`src/hw/rtl/ahfe_pkg.sv`:
```
`timescale 1ns / 1ps
`default_nettype none
// ----------------------------------------------------------------------------
// ahfe_pkg
// Shared constants and types of the ASCII header frame extractor: character
// codes, header positions, field widths and the result item layout.
// ----------------------------------------------------------------------------
package ahfe_pkg;

    // Default sizing
    localparam int BUFFER_BYTES_DEF    = 16384;
    localparam int MAX_FIELD_CHARS_DEF = 10;
    localparam int SHIFT_BYTES_DEF     = 6;

    // Field widths
    localparam int BYTE_W     = 8;
    localparam int TYPE_W     = 31;
    localparam int LEN_OUT_W  = 15;
    localparam int FC_W       = 4;   // holds up to MAX_FIELD_CHARS + 1
    localparam int ACC_EXT_W  = 35;  // acc * 10 + digit before saturation
    localparam int LEN_SUM_W  = 33;  // byte count + decoded length
    localparam int TDATA_W    = 56;
    localparam int TUSER_W    = 2;

    localparam logic [TYPE_W-1:0]    NUM_SAT      = '1;
    localparam logic [TYPE_W-1:0]    TYPE_SHIFTED = TYPE_W'(1000);

    // Character codes
    localparam logic [BYTE_W-1:0] CHR_DOLLAR = 8'h24;
    localparam logic [BYTE_W-1:0] CHR_G      = 8'h47;
    localparam logic [BYTE_W-1:0] CHR_B      = 8'h42;
    localparam logic [BYTE_W-1:0] CHR_R      = 8'h52;
    localparam logic [BYTE_W-1:0] CHR_O      = 8'h4F;
    localparam logic [BYTE_W-1:0] CHR_V      = 8'h56;
    localparam logic [BYTE_W-1:0] CHR_E      = 8'h45;
    localparam logic [BYTE_W-1:0] CHR_F      = 8'h46;
    localparam logic [BYTE_W-1:0] CHR_COMMA  = 8'h2C;
    localparam logic [BYTE_W-1:0] CHR_CR     = 8'h0D;
    localparam logic [BYTE_W-1:0] CHR_LF     = 8'h0A;
    localparam logic [BYTE_W-1:0] CHR_SPACE  = 8'h20;
    localparam logic [BYTE_W-1:0] CHR_TAB    = 8'h09;
    localparam logic [BYTE_W-1:0] CHR_PLUS   = 8'h2B;
    localparam logic [BYTE_W-1:0] CHR_MINUS  = 8'h2D;
    localparam logic [BYTE_W-1:0] CHR_ZERO   = 8'h30;
    localparam logic [BYTE_W-1:0] CHR_NINE   = 8'h39;

    // Header byte positions (byte count after the byte is taken)
    localparam int HDR_POS_G    = 2;
    localparam int HDR_POS_B    = 3;
    localparam int HDR_POS_R    = 4;
    localparam int HDR_POS_KIND = 5;

    // Comma numbers that close the type and length fields
    localparam logic [1:0] COMMA_TYPE = 2'd2;
    localparam logic [1:0] COMMA_LEN  = 2'd3;

    typedef struct packed {
        logic [BYTE_W-1:0]    out_byte;
        logic                 byte_valid;
        logic                 is_reference;
        logic [TYPE_W-1:0]    msg_type;
        logic [LEN_OUT_W-1:0] payload_length;
        logic                 last;
    } result_t;

endpackage
`default_nettype wire

```
`src/hw/rtl/ascii_header_frame_extractor_unit.sv`:
```
`timescale 1ns / 1ps
`default_nettype none
// ----------------------------------------------------------------------------
// ascii_header_frame_extractor_unit
// Results are registered: into the result register, or into the skid entry on a stall.
// Throughput: one input item per cycle, with no gaps while m_tready stays high.
// A skid entry behind the result register lets s_tready depend on registers only;
// s_tready is low after a stalled cycle fills it, until it moves up.
// Reset (aresetn low, synchronous): parser idle, counters, delay line and output valid cleared.
// ----------------------------------------------------------------------------
// Frames "$GBROV,type,len," / "$GBREF,type,len," headers and streams len
// payload bytes out, tagged with type, rover/reference flag and length.
// Rover frames of the shifted type deliver bytes from SHIFT_BYTES earlier.
// ----------------------------------------------------------------------------
module ascii_header_frame_extractor_unit
    import ahfe_pkg::*;
#(
    parameter int BUFFER_BYTES    = BUFFER_BYTES_DEF,
    parameter int MAX_FIELD_CHARS = MAX_FIELD_CHARS_DEF,
    parameter int SHIFT_BYTES     = SHIFT_BYTES_DEF
) (
    input  wire                 aclk,
    input  wire                 aresetn,
    // input stream
    input  wire                 s_tvalid,
    output logic                s_tready,
    input  wire  [BYTE_W-1:0]   s_tdata,   // [7:0] in_byte
    // result stream
    output logic                m_tvalid,
    input  wire                 m_tready,
    output logic [TDATA_W-1:0]  m_tdata,   // [7:0] out_byte, [38:8] msg_type,
                                           // [53:39] payload_length, [55:54] zero
    output logic [TUSER_W-1:0]  m_tuser,   // [0] byte_valid, [1] is_reference
    output logic                m_tlast    // last
);

    localparam int CW       = $clog2(BUFFER_BYTES + 1);
    localparam int DL_DEPTH = (SHIFT_BYTES > 0) ? SHIFT_BYTES : 1;

    typedef enum logic [2:0] {
        PH_IDLE,
        PH_HDR,
        PH_SKIP,
        PH_FIELDS,
        PH_PAYLOAD,
        PH_DISCARD
    } phase_t;

    typedef enum logic [1:0] {
        NUM_LEAD,
        NUM_DIGITS,
        NUM_DONE
    } num_stage_t;

    // ------------------------------------------------------------------
    // State
    // ------------------------------------------------------------------
    phase_t              phase_reg,       phase_next;
    logic [CW-1:0]       byte_count_reg,  byte_count_next;
    logic                hdr_match_reg,   hdr_match_next;
    logic                ref_flag_reg,    ref_flag_next;
    logic [1:0]          comma_cnt_reg,   comma_cnt_next;
    logic [FC_W-1:0]     field_chars_reg, field_chars_next;
    logic [TYPE_W-1:0]   type_reg,        type_next;
    logic [LEN_OUT_W-1:0] length_reg,     length_next;
    logic [CW-1:0]       remaining_reg,   remaining_next;
    logic [TYPE_W-1:0]   acc_reg,         acc_next;
    logic                neg_reg,         neg_next;
    num_stage_t          stage_reg,       stage_next;
    logic                field_bad_reg,   field_bad_next;
    logic [BYTE_W-1:0]   dl_reg [DL_DEPTH];

    // Output entries
    logic                m_valid_reg;
    result_t             m_res_reg;
    logic                skid_valid_reg;
    result_t             skid_res_reg;

    // Per-item working signals
    logic                s_accept;
    logic [BYTE_W-1:0]   b;
    logic [BYTE_W-1:0]   delayed;
    logic                is_crlf;
    logic                is_ws;
    logic                is_sign;
    logic                is_digit;
    logic [ACC_EXT_W-1:0] acc_ext;
    logic [TYPE_W-1:0]   acc_digit;
    logic [FC_W-1:0]     fc_inc;
    logic [TYPE_W-1:0]   field_val;
    logic                field_long;
    logic                bad_now;
    logic [CW-1:0]       bc_eff;
    phase_t              ph_eff;
    logic [CW-1:0]       bc_inc;
    logic [LEN_SUM_W-1:0] frame_sum;
    logic                hdr_ok;
    logic [1:0]          cc_inc;
    logic [CW-1:0]       rem_dec;
    logic                res_valid;
    result_t             res;
    logic                out_free;

    assign s_tready = ~skid_valid_reg;
    assign s_accept = s_tvalid & s_tready;
    assign b        = s_tdata;

    // Byte from SHIFT_BYTES items ago; the live byte when no shift is set
    assign delayed  = (SHIFT_BYTES > 0) ? dl_reg[DL_DEPTH-1] : b;

    // Character classes
    assign is_crlf  = (b == CHR_CR) || (b == CHR_LF);
    assign is_ws    = (b == CHR_SPACE) || ((b >= CHR_TAB) && (b <= CHR_CR));
    assign is_sign  = (b == CHR_PLUS) || (b == CHR_MINUS);
    assign is_digit = (b >= CHR_ZERO) && (b <= CHR_NINE);

    // Decimal accumulate: acc * 10 + digit, saturating at 2^31-1
    assign acc_ext   = {1'b0, acc_reg, 3'b000} + {3'b000, acc_reg, 1'b0}
                     + {{(ACC_EXT_W-BYTE_W){1'b0}}, (b - CHR_ZERO)};
    assign acc_digit = (acc_ext > {{(ACC_EXT_W-TYPE_W){1'b0}}, NUM_SAT})
                     ? NUM_SAT : acc_ext[TYPE_W-1:0];
    assign fc_inc    = (field_chars_reg <= FC_W'(MAX_FIELD_CHARS))
                     ? field_chars_reg + FC_W'(1) : field_chars_reg;

    // Value of the field closed by a comma
    assign field_val  = neg_reg ? '0 : acc_reg;
    assign field_long = field_chars_reg > FC_W'(MAX_FIELD_CHARS);
    assign bad_now    = field_bad_reg | field_long;

    // Buffer limit: once BUFFER_BYTES taken since '$', treat the byte as idle
    assign ph_eff  = (byte_count_reg >= CW'(BUFFER_BYTES)) ? PH_IDLE : phase_reg;
    assign bc_eff  = (byte_count_reg >= CW'(BUFFER_BYTES)) ? '0 : byte_count_reg;
    assign bc_inc  = bc_eff + CW'(1);
    assign cc_inc  = comma_cnt_reg + 2'd1;
    assign rem_dec = (remaining_reg != '0) ? remaining_reg - CW'(1) : remaining_reg;
    assign frame_sum = LEN_SUM_W'(bc_inc) + LEN_SUM_W'(field_val);
    assign hdr_ok    = hdr_match_reg & (b == (ref_flag_reg ? CHR_F : CHR_V));

    // ------------------------------------------------------------------
    // Parser next state
    // ------------------------------------------------------------------
    always_comb begin
        phase_next       = phase_reg;
        byte_count_next  = byte_count_reg;
        hdr_match_next   = hdr_match_reg;
        ref_flag_next    = ref_flag_reg;
        comma_cnt_next   = comma_cnt_reg;
        field_chars_next = field_chars_reg;
        type_next        = type_reg;
        length_next      = length_reg;
        remaining_next   = remaining_reg;
        acc_next         = acc_reg;
        neg_next         = neg_reg;
        stage_next       = stage_reg;
        field_bad_next   = field_bad_reg;
        res_valid        = 1'b0;
        res.out_byte     = '0;
        res.byte_valid   = 1'b0;
        res.last         = 1'b0;

        if (s_accept) begin
            phase_next      = ph_eff;
            byte_count_next = bc_inc;
            unique case (ph_eff)
                PH_IDLE: begin
                    byte_count_next = '0;
                    if (b == CHR_DOLLAR) begin
                        phase_next      = PH_HDR;
                        byte_count_next = CW'(1);
                        hdr_match_next  = 1'b1;
                        ref_flag_next   = 1'b0;
                    end
                end
                PH_HDR: begin
                    if (bc_inc == CW'(HDR_POS_G)) begin
                        if (b != CHR_G) hdr_match_next = 1'b0;
                    end else if (bc_inc == CW'(HDR_POS_B)) begin
                        if (b != CHR_B) hdr_match_next = 1'b0;
                    end else if (bc_inc == CW'(HDR_POS_R)) begin
                        if (b != CHR_R) hdr_match_next = 1'b0;
                    end else if (bc_inc == CW'(HDR_POS_KIND)) begin
                        if (b == CHR_E) ref_flag_next = 1'b1;
                        else if (b != CHR_O) hdr_match_next = 1'b0;
                    end else begin
                        hdr_match_next = hdr_ok;
                        if (hdr_ok) begin
                            phase_next       = PH_FIELDS;
                            comma_cnt_next   = '0;
                            field_bad_next   = 1'b0;
                            field_chars_next = '0;
                            acc_next         = '0;
                            neg_next         = 1'b0;
                            stage_next       = NUM_LEAD;
                        end else if (is_crlf) begin
                            phase_next      = PH_IDLE;
                            byte_count_next = '0;
                        end else begin
                            phase_next = PH_SKIP;
                        end
                    end
                end
                PH_SKIP: begin
                    if (is_crlf) begin
                        phase_next      = PH_IDLE;
                        byte_count_next = '0;
                    end
                end
                PH_FIELDS: begin
                    if (b == CHR_COMMA) begin
                        comma_cnt_next = cc_inc;
                        if (cc_inc == COMMA_TYPE) begin
                            type_next      = field_val;
                            field_bad_next = bad_now;
                        end
                        if (cc_inc == COMMA_LEN) begin
                            length_next    = field_val[LEN_OUT_W-1:0];
                            field_bad_next = bad_now;
                            if (bad_now) begin
                                // drop the frame
                                phase_next      = PH_IDLE;
                                byte_count_next = '0;
                            end else if (frame_sum > LEN_SUM_W'(BUFFER_BYTES)) begin
                                phase_next = PH_DISCARD;
                            end else if (field_val == '0) begin
                                // empty frame: one end mark
                                res_valid       = 1'b1;
                                res.last        = 1'b1;
                                phase_next      = PH_IDLE;
                                byte_count_next = '0;
                            end else begin
                                remaining_next = field_val[CW-1:0];
                                phase_next     = PH_PAYLOAD;
                            end
                        end else begin
                            field_chars_next = '0;
                            acc_next         = '0;
                            neg_next         = 1'b0;
                            stage_next       = NUM_LEAD;
                        end
                    end else if (comma_cnt_reg != '0) begin
                        field_chars_next = fc_inc;
                        if (stage_reg == NUM_LEAD && is_ws) begin
                            // skip leading blanks
                        end else if (stage_reg == NUM_LEAD && is_sign) begin
                            neg_next   = (b == CHR_MINUS);
                            stage_next = NUM_DIGITS;
                        end else if (stage_reg != NUM_DONE) begin
                            if (is_digit) begin
                                acc_next   = acc_digit;
                                stage_next = NUM_DIGITS;
                            end else begin
                                stage_next = NUM_DONE;
                            end
                        end
                    end
                end
                PH_PAYLOAD: begin
                    remaining_next = rem_dec;
                    res_valid      = 1'b1;
                    res.byte_valid = 1'b1;
                    res.out_byte   = (!ref_flag_reg && type_reg == TYPE_SHIFTED) ? delayed : b;
                    res.last       = (rem_dec == '0);
                    if (rem_dec == '0) begin
                        phase_next      = PH_IDLE;
                        byte_count_next = '0;
                    end
                end
                default: begin
                    // discard: count bytes until the buffer limit
                end
            endcase
        end

        res.is_reference   = ref_flag_next;
        res.msg_type       = type_next;
        res.payload_length = length_next;
    end

    // ------------------------------------------------------------------
    // State registers
    // ------------------------------------------------------------------
    always_ff @(posedge aclk) begin
        if (!aresetn) begin
            phase_reg       <= PH_IDLE;
            byte_count_reg  <= '0;
            hdr_match_reg   <= 1'b0;
            ref_flag_reg    <= 1'b0;
            comma_cnt_reg   <= '0;
            field_chars_reg <= '0;
            type_reg        <= '0;
            length_reg      <= '0;
            remaining_reg   <= '0;
            acc_reg         <= '0;
            neg_reg         <= 1'b0;
            stage_reg       <= NUM_LEAD;
            field_bad_reg   <= 1'b0;
        end else begin
            phase_reg       <= phase_next;
            byte_count_reg  <= byte_count_next;
            hdr_match_reg   <= hdr_match_next;
            ref_flag_reg    <= ref_flag_next;
            comma_cnt_reg   <= comma_cnt_next;
            field_chars_reg <= field_chars_next;
            type_reg        <= type_next;
            length_reg      <= length_next;
            remaining_reg   <= remaining_next;
            acc_reg         <= acc_next;
            neg_reg         <= neg_next;
            stage_reg       <= stage_next;
            field_bad_reg   <= field_bad_next;
        end
    end

    // Delay line: advance on every accepted item
    always_ff @(posedge aclk) begin
        if (!aresetn) begin
            for (int i = 0; i < DL_DEPTH; i++) dl_reg[i] <= '0;
        end else if (s_accept) begin
            dl_reg[0] <= b;
            for (int i = 1; i < DL_DEPTH; i++) dl_reg[i] <= dl_reg[i-1];
        end
    end

    // ------------------------------------------------------------------
    // Output register with skid entry
    // ------------------------------------------------------------------
    assign out_free = ~m_valid_reg | m_tready;

    always_ff @(posedge aclk) begin
        if (!aresetn) begin
            m_valid_reg    <= 1'b0;
            skid_valid_reg <= 1'b0;
        end else if (out_free) begin
            if (skid_valid_reg) begin
                // drain the skid entry first; input is held meanwhile
                m_valid_reg    <= 1'b1;
                m_res_reg      <= skid_res_reg;
                skid_valid_reg <= 1'b0;
            end else begin
                m_valid_reg <= res_valid;
                m_res_reg   <= res;
            end
        end else if (res_valid) begin
            // result register stalled: park the new item
            skid_valid_reg <= 1'b1;
            skid_res_reg   <= res;
        end
    end

    assign m_tvalid = m_valid_reg;
    assign m_tdata  = {2'b00, m_res_reg.payload_length, m_res_reg.msg_type,
                       m_res_reg.out_byte};
    assign m_tuser  = {m_res_reg.is_reference, m_res_reg.byte_valid};
    assign m_tlast  = m_res_reg.last;

    // ------------------------------------------------------------------
    // Assertions
    // ------------------------------------------------------------------
    a_skid_behind_out: assert property (@(posedge aclk) disable iff (!aresetn)
        skid_valid_reg |-> m_valid_reg)
        else $error("skid entry held while result register empty");

    a_empty_is_last: assert property (@(posedge aclk) disable iff (!aresetn)
        (m_valid_reg && !m_res_reg.byte_valid) |-> m_res_reg.last)
        else $error("empty frame result without last mark");

    a_payload_remaining: assert property (@(posedge aclk) disable iff (!aresetn)
        (phase_reg == PH_PAYLOAD) |-> (remaining_reg != '0))
        else $error("payload phase with no bytes remaining");

    a_count_bound: assert property (@(posedge aclk) disable iff (!aresetn)
        byte_count_reg <= CW'(BUFFER_BYTES))
        else $error("byte count beyond buffer size");

endmodule
`default_nettype wire

```
`config.mk`:
```
export PLATFORM = sky130hd
export DESIGN_NAME = ascii_header_frame_extractor_unit
export DESIGN_NICKNAME = d
export VERILOG_FILES = /design/src/hw/rtl/ahfe_pkg.sv /design/src/hw/rtl/ascii_header_frame_extractor_unit.sv
export SDC_FILE = /design/constraint.sdc
export NUM_CORES = 1
export LEC_CHECK = 0
export BUFFER_PORTS_ARGS = -buffer_cell sky130_fd_sc_hd__buf_4
export CELL_PAD_IN_SITES_DETAIL_PLACEMENT = 0
export CELL_PAD_IN_SITES_GLOBAL_PLACEMENT = 1
export CORE_ASPECT_RATIO = 0.5
export CORE_MARGIN = 2
export CORE_UTILIZATION = 40
export CTS_CLUSTER_SIZE = 40
export DETAILED_ROUTE_END_ITERATION = 12
export PLACE_DENSITY_LB_ADDON = 0.1
export RECOVER_POWER = 100
export REMOVE_ABC_BUFFERS = 1
export SYNTH_ARGS = -nofsm -noshare
export SYNTH_HDL_FRONTEND = slang
export SYNTH_SLANG_ARGS = --single-unit
export TNS_END_PERCENT = 10
```
`constraint.sdc`:
```
create_clock -name aclk -period 6.45 [get_ports aclk]
set_input_delay 0.645 -clock aclk [delete_from_list [all_inputs] [get_ports aclk]]
set_output_delay 0.645 -clock aclk [all_outputs]
set_load 0.02 [all_outputs]
```
==> impl_metrics.tcl <==
set metrics [dict create \
    status "finished, violations left" \
    violations "capacitance limit, slew limit" \
    cts.clk_slew.worst_paths_ps 70 \
    fin_crit_ps 5990 \
    rsz0062_at_grt "no" \
    post-route-util 0.4439 \
    overflow 0 \
    synth_cells 1721 \
    insertion_delay_ps 580 \
    critPathTopFamily "simple AND/OR/NAND/NOR gates" \
    vias_per_cell 5.734 \
    synthArstFlopShare 0 \
    synth_edf_count 162 \
    synth_top_area_cell "edfxtp_1" \
    ys_ff_latch 286 \
    ys.flop_type "edfxtp_1" \
    crit_buf_inv 2 \
    critPathArrivalTime_ps 6420 \
    drt-pass1-iter-count 7 \
    wl_per_cell_um 19.87 \
    ant_nets 0 \
    gr-usage-met3 0.03011 \
    dpl_cell_area_mm2 0.01735 \
    numCtsBuffers 27 \
    start_kind "flop" \
    worstPathCellList "nand2b_1 > inv_1 > ha_1 > nand4b_1 > nor2_1 > nand4_1 > nor4_2 > ha_1 > nor2_1 > or3_1 > and2_4 > a2111o_1 > a211oi_1 > a41oi_1 > or4_4 > o31ai_4 > buf_4 > a21boi_0 > o31ai_1" \
    ys_types 84 \
    max_clock_freq_mhz 166.9 \
    drive_above_1_share 0.07289 \
    ir_drop_uv 177.1 \
    critical_path_class "flop to flop" \
    gp_congestion 0.9078 \
    drtIter0Drc 1134 \
    fin_tns_setup_ps 0 \
    pwr_density_cell_mw_per_mm2 205.9 \
    slowest_stage "or4_4" \
    antenna_found_initial 1 \
    core_mm2 0.04040 \
    place_inst 2246 \
    htree_levels 1 \
    final_hold_viol_count 0 \
    report.power.total_w 0.003693 \
    yosysSeqAreaShare 0.4488 \
    hpwlAfterDp_um 32700 \
    largest_register_ffs 57 \
    finalNonFillerCells 2297 \
    min_path_type "input port to flop" \
    tightest_slew_ps 3412 \
    die_w_um 290.1 \
    ys.warnings.count 0 \
    wirelength_um 45630 \
    die_h_um 147.1 \
    via_count 13170 \
    fillerInstances 3953 \
    ioPinCount 73 \
    synth_area_leaders "edfxtp_1 30%, dfxtp_1 15%, ha_1 6.6%, nand2_1 4.5%, mux2_2 3.4%" \
    critical_path_required_ps 6880 \
    fin_worst_skew_ps 13.49 \
    cts_tree "yes" \
    fp.dieArea_mm2 0.04266 \
    busiest_layer "met2" \
    synth.avg_cell_area_um2 9.512 \
    drc 0 \
    drv_cap 6 \
    gr-usage-all-layers 0.2111 \
    grt_pass1_wl_um 72290 \
    leakage_nw 7.268 \
    ctsLongestPathBuffers 3 \
    yosysTopAreaCellShare 0.2972 \
    grt_pass1_vias 12640 \
    finalNetCount 1841 \
    setup-violations-final 0 \
    start_util 0.4052 \
    grt_max_degree 81 \
    numClockSinks 286 \
    netlist_area_mm2 0.01637 \
    syn2layout_area_growth_pct 9.546 \
    cp-end-kind "flop" \
    grtUsageMet1 0.3171 \
    relSlewSlack -1.274 \
    stdcell_area_mm2 0.01793 \
    use_met2 0.3198 \
    clockRootBuffer "clkbuf_16" \
    slew_viol_final 299 \
    rows 52 \
    port_buffers 70 \
    slowest_delay_ps 610 \
    crit_path_max_fanout 26 \
    fin_crit_sh 0.9287 \
]
==> routing by layer <==
layer,vias up,part of all wire
li1,6336,-
met1,6439,0.51
met2,332,0.42
met3,64,0.051
met4,0,0.021
met5,-,0
==> through the flow <==
stage	worst slack, ps	hold WS (ps)
final	459.7	412.4
after global routing	33.32	400.2
after CTS	368.7	415.6
after detailed placement	382.1	470.4
after global placement	712.0	462.8
after floorplan	602.4	453.0
==> cell type report <==
cell class | instances | area (um^2) | share of cell area
multi-input cells | 1260 | 8356 | 0.4659
clock buffers | 42 | 787.0 | 0.04388
diodes | 1 | 2.502 | 0.0001395
inverters | 71 | 266.5 | 0.01486
clock inverters | 8 | 67.56 | 0.003768
repair buffers | 89 | 431.7 | 0.02407
flip-flops and latches | 286 | 7347 | 0.4097
well taps | 540 | 675.6 | 0.03768
==> path summary, 6_finish.rpt <==
kind / startpoint / to / slack [ps] / depth (start not counted)
worst max-delay path: byte_count_reg[14] / remaining_reg[0] / 460 / 19
worst min-delay path: m_tready / skid_valid_reg / 410 / 3
worst max register to register: byte_count_reg[14] / remaining_reg[0] / 460 / 19
worst min register to register: comma_cnt_reg[1] / comma_cnt_reg[1] / 480 / 2
==> logic make-up (layout without fill, tap and decap cells) <==
group           after synthesis  in the layout  synth area share
simple gates                628            628            0.1930
compound gates              422            422            0.1714
flops                       286            286            0.4488
buf+inv                     176            210           0.04188
fa+ha+maj                    94             94           0.07505
mux                          63             63           0.04234
xor+xnor                     51             51           0.02729
other cells                   1              3         0.0002291
==> where the power goes <==
part | internal (W) | leakage, nW | switching, W
registers | 0.00196 | 2.48 | 0.0000124
clock network | 0.000849 | 0.416 | 0.000729
logic | 0.0000367 | 4.37 | 0.000109
total | 0.00284 | 7.27 | 0.000851
==> Yosys cell counts, types with 14 or more instances <==
library cell and number:
a31oi_1 15, nor2b_1 18, mux2_2 50, and2_1 51
dfxtp_1 124, a21oi_1 90, a21o_1 37, nor4_1 25
o21a_1 15, nand4_1 25, xor2_1 17, a22oi_1 31
o31ai_1 14, and3_1 62, clkbuf_1 93, a211oi_1 14
nor2_1 108, nand2_1 198, xnor2_1 34, edfxtp_1 162
nand2b_1 14, nand3_1 42, o21ai_0 105, o211ai_1 17
nor3_1 36, inv_1 71, ha_1 87
==> cell usage in the layout, fill, tap and decap left out, types with 15 or more instances in the layout <==
cell type and instances:
xnor2_1 34, dfxtp_1 124, o211ai_1 17, inv_1 69, nand4_1 25, nor2b_1 17
nor3_1 36, buf_4 21, clkbuf_1 73, o21a_1 15, xor2_1 17, mux2_2 42
and2_0 40, nor4_1 24, clkbuf_16 27, a22oi_1 31, edfxtp_1 162, a21o_1 37
a31oi_1 15, nand3_1 41, ha_1 87, and3_1 61, a21oi_1 90, o21ai_0 104
nand2_1 198, nor2_1 108
==> worst min-delay path, stage by stage <==
cell	delay, ps
buf_4	80
nor2b_1	80
o211a_1	130
==> timing repair <==
action / in CTS / in global routing
hold buffers: 0 / 0
setup endpoints to repair: 0 / 28
gates resized for setup: 0 / 2
buffers inserted: 0 / 0
(Power assumes the default switching activity.)
